## config.mk

```make
export PLATFORM = sky130hd
export DESIGN_NAME = window_peak_detector
export DESIGN_NICKNAME = d
export VERILOG_FILES = /design/src/wpd_pkg.sv /design/src/window_peak_detector.sv /design/src/wpd_ram.sv /design/src/wpd_ctrl.sv /design/src/wpd_dp.sv
export VERILOG_INCLUDE_DIRS = /design/src /design/src/src
export SDC_FILE = /design/constraint.sdc
export NUM_CORES = 2
export LEC_CHECK = 0
export BUFFER_PORTS_ARGS = -buffer_cell sky130_fd_sc_hd__buf_4
export CAP_MARGIN = 30
export CORE_MARGIN = 3
export CORE_UTILIZATION = 60
export CTS_CLUSTER_SIZE = 40
export DETAILED_ROUTE_END_ITERATION = 8
export HOLD_SLACK_MARGIN = 0.06
export PLACE_DENSITY = 0.88
export SLEW_MARGIN = 20
export SYNTH_ARGS = -nofsm -noshare
export SYNTH_HDL_FRONTEND = slang
export SYNTH_SLANG_ARGS = --single-unit
```

## constraint.sdc

```tcl
create_clock -name clk -period 19.9 [get_ports clk]
set_clock_uncertainty 0.05 [all_clocks]
set_input_delay 0.995 -clock clk [delete_from_list [all_inputs] [get_ports clk]]
set_output_delay 0.995 -clock clk [all_outputs]
set_load 0.03 [all_outputs]
```

## src/assert_macros.svh

```systemverilog
// Assertion macros shared by the window peak detector RTL.
// No dependencies; included by files that carry concurrent checks.
`ifndef ASSERT_MACROS_SVH
`define ASSERT_MACROS_SVH

// Implication check on clk, disabled while rst_n is low
`define WPD_ASSERT(label, prop, msg) \
    label: assert property (@(posedge clk) disable iff (!rst_n) prop) else $error(msg);

// Plain invariant on clk, disabled while rst_n is low
`define WPD_INVARIANT(label, expr, msg) \
    label: assert property (@(posedge clk) disable iff (!rst_n) (expr)) else $error(msg);

`endif

```

## src/wpd_pkg.sv

```systemverilog
// Package for the window peak detector: constants, register indexes,
// controller/datapath structs and small helper functions. No dependencies.
package wpd_pkg;

    localparam int MAX_HALF_WIDTH = 32;
    localparam int WIN_DEPTH      = 2 * MAX_HALF_WIDTH + 8;
    localparam int PTR_W          = $clog2(WIN_DEPTH);
    localparam int CNT_W          = 16;
    localparam int POS_W          = CNT_W + 1;

    // Configuration register indexes
    localparam logic [2:0] CFG_PEAK_MODE  = 3'd0;
    localparam logic [2:0] CFG_THR_ENABLE = 3'd1;
    localparam logic [2:0] CFG_AMP_THR    = 3'd2;
    localparam logic [2:0] CFG_CHG_THR    = 3'd3;
    localparam logic [2:0] CFG_EXCL_HW    = 3'd4;

    // Peak mode codes
    localparam logic [1:0] MODE_THREE = 2'd0;
    localparam logic [1:0] MODE_FIVE  = 2'd1;
    localparam logic [1:0] MODE_SEVEN = 2'd2;

    // Commands from controller to datapath
    typedef struct packed {
        logic accept;
        logic win_clr;
        logic win_step;
        logic cand;
        logic chg;
        logic j_init;
        logic scan_rd;
        logic scan1_ev;
        logic scan2_ev;
        logic settle_wr;
        logic emit_rd;
        logic emit_ld;
        logic finish;
    } wpd_cmd_t;

    // Status from datapath to controller
    typedef struct packed {
        logic win_done;
        logic cls_more;
        logic scan_on;
        logic scan_more;
        logic emit_more;
        logic out_free;
    } wpd_sts_t;

    // Circular pointer plus signed offset, wrapped into the window depth
    function automatic logic [PTR_W-1:0] wpd_wrap(input logic [PTR_W-1:0] ptr,
                                                  input logic signed [7:0] off);
        logic signed [8:0] s;
        s = $signed({2'b00, ptr}) + $signed({off[7], off});
        if (s < 0)
            s = s + $signed(9'(WIN_DEPTH));
        else if (s >= $signed(9'(WIN_DEPTH)))
            s = s - $signed(9'(WIN_DEPTH));
        return s[PTR_W-1:0];
    endfunction

    function automatic logic [PTR_W-1:0] wpd_inc(input logic [PTR_W-1:0] ptr);
        return (ptr == PTR_W'(WIN_DEPTH - 1)) ? '0 : ptr + 1'b1;
    endfunction

    // Fractional drop test as multiply-compare: (y - d) * 4096 vs C * y
    function automatic logic wpd_drop(input logic signed [15:0] y,
                                      input logic signed [15:0] d,
                                      input logic signed [32:0] prod);
        logic signed [16:0] diff;
        logic signed [32:0] lhs;
        diff = $signed({y[15], y}) - $signed({d[15], d});
        lhs  = $signed({{4{diff[16]}}, diff, 12'b0});
        return (y > 0) ? (lhs > prod) : (lhs < prod);
    endfunction

endpackage

```

## src/window_peak_detector.sv

```systemverilog
// Window peak detector: 3/5/7-point local maximum, amplitude and change tests, exclusion zone.
// Per sample: an accept step; per classified sample a window read, candidate and change tests,
// an exclusion scan in up to two passes of up to h entries and a flag write; per final flag an
// emit that waits on output stalls; then a closing step. Flags appear once final (about
// h + reach samples behind). One sample in flight; the scan loop sets the pace.
// Reset is asynchronous active low: config registers go to zero and counters restart a sequence.
module window_peak_detector
    import wpd_pkg::*;
(
    input  logic               clk,
    input  logic               rst_n,
    input  logic               cfg_valid,
    output logic               cfg_ready,
    input  logic [2:0]         cfg_index,
    input  logic [15:0]        cfg_data,
    input  logic               in_valid,
    output logic               in_ready,
    input  logic signed [15:0] sample,
    input  logic               last_sample,
    output logic               out_valid,
    input  logic               out_ready,
    output logic [15:0]        position,
    output logic               is_peak,
    output logic               last_flag
);

    wpd_cmd_t cmd;
    wpd_sts_t sts;

    wpd_ctrl u_ctrl (
        .clk      (clk),
        .rst_n    (rst_n),
        .in_valid (in_valid),
        .in_ready (in_ready),
        .sts      (sts),
        .cmd      (cmd)
    );

    wpd_dp u_dp (
        .clk         (clk),
        .rst_n       (rst_n),
        .cfg_valid   (cfg_valid),
        .cfg_ready   (cfg_ready),
        .cfg_index   (cfg_index),
        .cfg_data    (cfg_data),
        .sample      (sample),
        .last_sample (last_sample),
        .out_valid   (out_valid),
        .out_ready   (out_ready),
        .position    (position),
        .is_peak     (is_peak),
        .last_flag   (last_flag),
        .cmd         (cmd),
        .sts         (sts)
    );

endmodule

```

## src/wpd_ram.sv

```systemverilog
// Generic single-write, single-read RAM with registered read data.
// No dependencies.
module wpd_ram #(
    parameter int WIDTH = 16,
    parameter int DEPTH = 72
) (
    input  logic                     clk,
    input  logic                     we,
    input  logic [$clog2(DEPTH)-1:0] waddr,
    input  logic [WIDTH-1:0]         wdata,
    input  logic                     re,
    input  logic [$clog2(DEPTH)-1:0] raddr,
    output logic [WIDTH-1:0]         rdata
);

    logic [WIDTH-1:0] mem [DEPTH];

    // Write port
    always_ff @(posedge clk)
    begin
        if (we)
        begin
            mem[waddr] <= wdata;
        end
    end

    // Registered read port
    always_ff @(posedge clk)
    begin
        if (re)
        begin
            rdata <= mem[raddr];
        end
    end

endmodule

```

## src/wpd_ctrl.sv

```systemverilog
// Controller state machine of the window peak detector.
// Depends on wpd_pkg for the command and status structs.
module wpd_ctrl
    import wpd_pkg::*;
(
    input  logic     clk,
    input  logic     rst_n,
    input  logic     in_valid,
    output logic     in_ready,
    input  wpd_sts_t sts,
    output wpd_cmd_t cmd
);

    typedef enum logic [3:0] {
        IDLE, CLS_CHK, WIN, CAND, CHG, S1_CHK, S1_RD, S1_EV,
        S2_CHK, S2_RD, S2_EV, SET_WR, EMIT_CHK, EMIT_RD, EMIT_LD, FIN
    } state_t;

    state_t state_reg, state_next;

    // Next state and command decode
    always_comb
    begin
        state_next = state_reg;
        cmd        = '0;
        in_ready   = 1'b0;
        unique case (state_reg)
            IDLE:
            begin
                in_ready = 1'b1;
                if (in_valid)
                begin
                    cmd.accept = 1'b1;
                    state_next = CLS_CHK;
                end
            end
            CLS_CHK:
            begin
                if (sts.cls_more)
                begin
                    cmd.win_clr = 1'b1;
                    state_next  = WIN;
                end
                else
                begin
                    state_next = EMIT_CHK;
                end
            end
            WIN:
            begin
                cmd.win_step = 1'b1;
                if (sts.win_done)
                    state_next = CAND;
            end
            CAND:
            begin
                cmd.cand   = 1'b1;
                state_next = CHG;
            end
            CHG:
            begin
                cmd.chg    = 1'b1;
                cmd.j_init = 1'b1;
                state_next = S1_CHK;
            end
            S1_CHK:
            begin
                if (!sts.scan_on)
                    state_next = SET_WR;
                else if (sts.scan_more)
                    state_next = S1_RD;
                else
                begin
                    cmd.j_init = 1'b1;
                    state_next = S2_CHK;
                end
            end
            S1_RD:
            begin
                cmd.scan_rd = 1'b1;
                state_next  = S1_EV;
            end
            S1_EV:
            begin
                cmd.scan1_ev = 1'b1;
                state_next   = S1_CHK;
            end
            S2_CHK:
            begin
                state_next = sts.scan_more ? S2_RD : SET_WR;
            end
            S2_RD:
            begin
                cmd.scan_rd = 1'b1;
                state_next  = S2_EV;
            end
            S2_EV:
            begin
                cmd.scan2_ev = 1'b1;
                state_next   = S2_CHK;
            end
            SET_WR:
            begin
                cmd.settle_wr = 1'b1;
                state_next    = CLS_CHK;
            end
            EMIT_CHK:
            begin
                state_next = sts.emit_more ? EMIT_RD : FIN;
            end
            EMIT_RD:
            begin
                cmd.emit_rd = 1'b1;
                state_next  = EMIT_LD;
            end
            EMIT_LD:
            begin
                if (sts.out_free)
                begin
                    cmd.emit_ld = 1'b1;
                    state_next  = EMIT_CHK;
                end
            end
            FIN:
            begin
                cmd.finish = 1'b1;
                state_next = IDLE;
            end
            default:
            begin
                state_next = IDLE;
            end
        endcase
    end

    // State register
    always_ff @(posedge clk or negedge rst_n)
    begin
        if (!rst_n)
            state_reg <= IDLE;
        else
            state_reg <= state_next;
    end

endmodule

```

## src/wpd_dp.sv

```systemverilog
// Datapath of the window peak detector: config registers, counters,
// sample and flag stores, candidate test, exclusion scan, output register.
// Depends on wpd_pkg, wpd_ram and assert_macros.svh.
`include "assert_macros.svh"

module wpd_dp
    import wpd_pkg::*;
(
    input  logic               clk,
    input  logic               rst_n,
    input  logic               cfg_valid,
    output logic               cfg_ready,
    input  logic [2:0]         cfg_index,
    input  logic [15:0]        cfg_data,
    input  logic signed [15:0] sample,
    input  logic               last_sample,
    output logic               out_valid,
    input  logic               out_ready,
    output logic [15:0]        position,
    output logic               is_peak,
    output logic               last_flag,
    input  wpd_cmd_t           cmd,
    output wpd_sts_t           sts
);

    // Configuration
    logic [1:0]         mode_reg;
    logic               thr_en_reg;
    logic signed [15:0] amp_reg;
    logic [15:0]        chg_reg;
    logic [5:0]         excl_reg;

    // Sequence counters and circular pointers
    logic [CNT_W-1:0] n_reg;
    logic [POS_W-1:0] cls_reg, ne_reg, j_reg;
    logic [PTR_W-1:0] n_ptr_reg, cls_ptr_reg, ne_ptr_reg, j_ptr_reg;
    logic             last_reg;
    logic [2:0]       o_reg;
    logic             f_reg;

    // Working values
    logic signed [15:0] win_reg [7];
    logic               c0_reg;
    logic signed [32:0] prod_reg;

    logic        out_valid_reg, is_peak_reg, last_flag_reg;
    logic [15:0] position_reg;

    logic [5:0]         h;
    logic [1:0]         reach;
    logic signed [15:0] y;
    logic signed [7:0]  win_off;
    logic [PTR_W-1:0]   win_addr;

    logic               samp_re, flag_re, flag_we, flag_wdata;
    logic [PTR_W-1:0]   samp_raddr, flag_raddr, flag_waddr;
    logic [15:0]        samp_rdata;
    logic               flag_rdata;
    logic signed [15:0] samp_rd;

    logic c3, c5, c7, cand_c, in_range;
    logic signed [15:0] d_hi, d_lo;
    logic f_chg;

    assign cfg_ready = 1'b1;
    assign out_valid = out_valid_reg;
    assign position  = position_reg;
    assign is_peak   = is_peak_reg;
    assign last_flag = last_flag_reg;

    // Exclusion half-width saturates; reach follows the mode
    assign h     = (excl_reg > 6'(MAX_HALF_WIDTH)) ? 6'(MAX_HALF_WIDTH) : excl_reg;
    assign reach = (mode_reg == MODE_FIVE) ? 2'd2 : ((mode_reg == MODE_SEVEN) ? 2'd3 : 2'd1);
    assign y     = win_reg[3];
    assign samp_rd = $signed(samp_rdata);

    // Status
    always_comb
    begin
        sts.win_done  = (o_reg == 3'd7);
        sts.cls_more  = ({1'b0, cls_reg} <= {2'b00, n_reg}) &&
                        (last_reg || ({1'b0, cls_reg} + 18'(reach) <= {2'b00, n_reg}));
        sts.scan_on   = f_reg && (h != '0);
        sts.scan_more = (j_reg < cls_reg);
        sts.emit_more = (ne_reg < cls_reg) &&
                        (last_reg || ({1'b0, ne_reg} + 18'(h) < {1'b0, cls_reg}));
        sts.out_free  = !out_valid_reg || out_ready;
    end

    // Store addressing
    assign win_off    = $signed({5'b0, o_reg}) - 8'sd3;
    assign win_addr   = wpd_wrap(cls_ptr_reg, win_off);
    assign samp_re    = (cmd.win_step && (o_reg != 3'd7)) || cmd.scan_rd;
    assign samp_raddr = cmd.win_step ? win_addr : j_ptr_reg;
    assign flag_re    = cmd.scan_rd || cmd.emit_rd;
    assign flag_raddr = cmd.emit_rd ? ne_ptr_reg : j_ptr_reg;
    assign flag_we    = cmd.settle_wr || (cmd.scan2_ev && flag_rdata && (samp_rd <= y));
    assign flag_waddr = cmd.settle_wr ? cls_ptr_reg : j_ptr_reg;
    assign flag_wdata = cmd.settle_wr ? f_reg : 1'b0;

    wpd_ram #(.WIDTH(16), .DEPTH(WIN_DEPTH)) u_samp_ram (
        .clk   (clk),
        .we    (cmd.accept),
        .waddr (n_ptr_reg),
        .wdata (sample),
        .re    (samp_re),
        .raddr (samp_raddr),
        .rdata (samp_rdata)
    );

    wpd_ram #(.WIDTH(1), .DEPTH(WIN_DEPTH)) u_flag_ram (
        .clk   (clk),
        .we    (flag_we),
        .waddr (flag_waddr),
        .wdata (flag_wdata),
        .re    (flag_re),
        .raddr (flag_raddr),
        .rdata (flag_rdata)
    );

    // Window rules on the seven captured samples
    always_comb
    begin
        c3 = (y > win_reg[2] && y > win_reg[4]) ||
             (y == win_reg[2] && y > win_reg[4]) ||
             (y > win_reg[2] && y == win_reg[4]);
        c5 = c3 && (win_reg[1] < win_reg[2]) && (win_reg[5] < win_reg[4]);
        c7 = (win_reg[0] < win_reg[1]) && (win_reg[1] < win_reg[2]) &&
             (win_reg[2] < y) && (win_reg[4] < y) &&
             (win_reg[5] < win_reg[4]) && (win_reg[6] < win_reg[5]);
        case (mode_reg)
            MODE_FIVE:  cand_c = c5;
            MODE_SEVEN: cand_c = c7;
            default:    cand_c = c3;
        endcase
        if (thr_en_reg && (y < amp_reg))
            cand_c = 1'b0;
        in_range = (cls_reg >= POS_W'(reach)) &&
                   ({1'b0, cls_reg} + 18'(reach) <= {2'b00, n_reg});
    end

    // Fractional change test against both reach neighbors
    always_comb
    begin
        d_hi  = win_reg[3'd3 + {1'b0, reach}];
        d_lo  = win_reg[3'd3 - {1'b0, reach}];
        f_chg = (chg_reg == '0) || (y == 16'sd0) ||
                wpd_drop(y, d_hi, prod_reg) || wpd_drop(y, d_lo, prod_reg);
    end

    // Configuration writes
    always_ff @(posedge clk or negedge rst_n)
    begin
        if (!rst_n)
        begin
            mode_reg   <= MODE_THREE;
            thr_en_reg <= 1'b0;
            amp_reg    <= '0;
            chg_reg    <= '0;
            excl_reg   <= '0;
        end
        else if (cfg_valid)
        begin
            unique case (cfg_index)
                CFG_PEAK_MODE:  mode_reg   <= cfg_data[1:0];
                CFG_THR_ENABLE: thr_en_reg <= cfg_data[0];
                CFG_AMP_THR:    amp_reg    <= $signed(cfg_data);
                CFG_CHG_THR:    chg_reg    <= cfg_data;
                CFG_EXCL_HW:    excl_reg   <= cfg_data[5:0];
                default:        ;
            endcase
        end
    end

    // Counters, pointers and output register
    always_ff @(posedge clk or negedge rst_n)
    begin
        if (!rst_n)
        begin
            n_reg         <= '0;
            cls_reg       <= '0;
            ne_reg        <= '0;
            j_reg         <= '0;
            n_ptr_reg     <= '0;
            cls_ptr_reg   <= '0;
            ne_ptr_reg    <= '0;
            j_ptr_reg     <= '0;
            last_reg      <= 1'b0;
            o_reg         <= '0;
            f_reg         <= 1'b0;
            out_valid_reg <= 1'b0;
        end
        else
        begin
            if (cmd.accept)
                last_reg <= last_sample || (n_reg == '1);
            if (cmd.win_clr)
                o_reg <= '0;
            else if (cmd.win_step)
                o_reg <= o_reg + 3'd1;
            if (cmd.chg)
                f_reg <= c0_reg && f_chg;
            else if (cmd.scan1_ev && flag_rdata && (y <= samp_rd))
                f_reg <= 1'b0;
            // start of the exclusion scan: max(k - h, next emit position)
            if (cmd.j_init)
            begin
                if ({1'b0, cls_reg} >= {1'b0, ne_reg} + 18'(h))
                begin
                    j_reg     <= cls_reg - POS_W'(h);
                    j_ptr_reg <= wpd_wrap(cls_ptr_reg, -$signed({2'b00, h}));
                end
                else
                begin
                    j_reg     <= ne_reg;
                    j_ptr_reg <= ne_ptr_reg;
                end
            end
            else if (cmd.scan1_ev || cmd.scan2_ev)
            begin
                j_reg     <= j_reg + 1'b1;
                j_ptr_reg <= wpd_inc(j_ptr_reg);
            end
            if (cmd.settle_wr)
            begin
                cls_reg     <= cls_reg + 1'b1;
                cls_ptr_reg <= wpd_inc(cls_ptr_reg);
            end
            if (cmd.emit_ld)
            begin
                out_valid_reg <= 1'b1;
                ne_reg        <= ne_reg + 1'b1;
                ne_ptr_reg    <= wpd_inc(ne_ptr_reg);
            end
            else if (out_ready)
            begin
                out_valid_reg <= 1'b0;
            end
            if (cmd.finish)
            begin
                if (last_reg)
                begin
                    n_reg       <= '0;
                    cls_reg     <= '0;
                    ne_reg      <= '0;
                    n_ptr_reg   <= '0;
                    cls_ptr_reg <= '0;
                    ne_ptr_reg  <= '0;
                end
                else
                begin
                    n_reg     <= n_reg + 1'b1;
                    n_ptr_reg <= wpd_inc(n_ptr_reg);
                end
            end
        end
    end

    // Payload registers
    always_ff @(posedge clk)
    begin
        if (cmd.win_step && (o_reg != 3'd0))
        begin
            for (int i = 0; i < 6; i++)
                win_reg[i] <= win_reg[i + 1];
            win_reg[6] <= samp_rd;
        end
        if (cmd.cand)
        begin
            c0_reg   <= cand_c && in_range;
            prod_reg <= $signed({1'b0, chg_reg}) * y;
        end
        if (cmd.emit_ld)
        begin
            position_reg  <= ne_reg[15:0];
            is_peak_reg   <= flag_rdata;
            last_flag_reg <= last_reg && (ne_reg == {1'b0, n_reg});
        end
    end

    `WPD_INVARIANT(a_emit_behind_cls, ne_reg <= cls_reg, "emit position passed classify position")
    `WPD_INVARIANT(a_cls_bound, {1'b0, cls_reg} <= {2'b00, n_reg} + 18'd1, "classify ran ahead")
    `WPD_ASSERT(a_ptr_range, (n_ptr_reg < PTR_W'(WIN_DEPTH)) |-> (cls_ptr_reg < PTR_W'(WIN_DEPTH) && ne_ptr_reg < PTR_W'(WIN_DEPTH) && j_ptr_reg < PTR_W'(WIN_DEPTH)), "pointer outside store")

endmodule

```

==> qor.yml <==
grt_pass1_vias: 54100
max_stage_delay_ps: 710
synth-edff-count: 1405
grt_use_total_pct: 31.6
worstSetupPathType: "reg2reg"
status: "finished, final reports clean"
timing.fmax_mhz: 131
cpMostUsedCell: "o21ai_0"
ys_types: 98
drt_first_iter_violations: 7692
fin_setup_tns_ps: 0
dp_hpwl_um: 135000
remaining_drc_errors: 0
cp.arrival_ps: 8240
insertion_delay_ps: 810
ant_nets: 0
cts_buffers: 153
portBuffers: 60
async_flop_share_pct: 9.41
area_growth_pct: 9.76
syn-instance-count: 6118
syn_area_um2: 81000
core-area_um2: 134000
drv_slew: 0
antenna_found_initial: 1
rows: 134
start_util_pct: 60.5
setup_viol: 0
regArea_um2: 45800
die_h_um: 373
fill_cells: 8770
die_w_um: 373
synth-seq-cells: 1551
slowest_stage: "ha_1"
die_area_um2: 139000
largest_reg_flops: 1152
vias: 53700
synthMuxAreaShare_pct: 9.09
synth_compound_area_share_pct: 6.24
postCtsSetupRepairBufs: 0
post-route-util_pct: 66.4
place_area_um2: 83500
grt_pass1_wl_um: 334000
dr.pass1.iters: 7
slew_headroom_pct: 31.4
layout-drive-gt1-share_pct: 12.9
synth-xor-area-share_pct: 1.88
grt-ovfl-total: 0
r2r_slack_ps: 12300
synth_area_leaders: "edfxtp_1, ha_1, mux4_2, fa_1, dfrtp_1"
ys.flop_type: "edfxtp_1"
synth_top_family_by_area: "adder cells"
cts_tree: "built"
yosys.area_share.simple_pct: 10.2
post_drt_via_cell_ratio: 6.64
holdBufCountCts: 0
cts_resized: 0
wl_per_cell_um: 27.4
nNetsFinal: 6890
layout_commonest_cell: "edfxtp_1"
synth-warning-count: 0
critPathTopFamily: "compound AO/OA/AOI/OAI gates"
wl_um: 221000
clock_sinks: 1551
synth_adder_area_share_pct: 12.0
htree_levels: 4
cts.reportedPaths.clkPinSlew_ps: 60
synth_top_area_cell: "edfxtp_1"
multi_input_area_um2: 32000
cp_max_fo: 23
rsz0062_at_grt: "no"
hold_viol_final: 0
cap_viol_max_count: 0
yosysTopAreaCellShare_pct: 52.1
min_period_ps: 7600
worst_slew_pin_slew_ps: 1030
post-route-cell-area_um2: 88900
mostFrequentLayoutCells: "edfxtp_1, nand2_1, inv_1, ha_1, nor2_1"
end_kind: "register"
holdCritPathClass: "in2async"
io_pins: 62
seq_area_frac_synth_pct: 56.6
cp-start-kind: "register"
cp.required_ps: 20540
root_buffer: "clkbuf_16"
syn-num-nets: 6812
cts_buffer_depth: 3
path_buf_inv: 3
synth_area_per_cell_um2: 13.2
fin_crit_sh_pct: 38.2
place.gp.congestion: 0.942
grt_max_degree: 167
[worst paths after layout]
check	start	depth (start not counted)	to
hold / removal	rst_n	1	u_ctrl.state_reg[1]
max in group asynchronous	rst_n	3	u_dp.ne_reg[15]
setup reg to reg	u_dp.mode_reg[0]	29	u_dp.f_reg
hold reg to reg	u_dp.win_reg[6][2]	0	u_dp.win_reg[5][2]
min in group clk	cfg_data[13]	3	u_dp.amp_reg[13]
setup / recovery	u_dp.mode_reg[0]	29	u_dp.f_reg
[metrics by stage]
stage | instances | worst slack [ps] | hold WS [ps]
2_1_floorplan | 6118 | 12520 | 376
3_3_place_gp | 7784 | 12270 | 413
3_5_place_dp | 7800 | 12280 | 414
4_1_cts | 8077 | 12210 | 169
5_1_grt | 8086 | 11880 | 207
6_report | 8087 | 12300 | 176
[metal layers]
metal  up-vias  global-route usage, %  wire, µm
li1      22500                      -         -
met1     26500                   39.9     77500
met2      3840                   51.7    107000
met3       801                   7.10     23300
met4         0                   15.8     13200
met5         -                      0         0
[synthesized netlist by cell type, types with 146 or more instances]
master / n
edfxtp_1: 1405
o21ai_0: 173
dfrtp_1: 146
nor2_1: 343
fa_1: 201
mux4_2: 237
clkbuf_1: 147
nand2_1: 646
inv_1: 496
nand3_1: 327
ha_1: 452
a21oi_1: 182
[kinds of logic (layout without fill, tap and decap cells)]
logic type	count (synthesis)	after routing
AOI/OAI and AO/OA	766	766
xor gates and xnor gates	174	174
adders and majority gates	653	653
buffers and inverters	773	973
DFF	1551	1551
muxes	422	422
other	1	2
and+or+nand+nor	1778	1778
[layout make-up]
type	instances	area share (%)
diodes	1	0.00282
repair buffers	197	1.95
inverters	499	2.11
flip-flops and latches	1551	51.6
multi-input cells	3794	36.0
well taps	1768	2.49
clock inverters	101	1.34
clock buffers	176	4.51
Power is not shown: default switching activity piles up to over one toggle a cycle in this logic, so the estimate is an artifact.
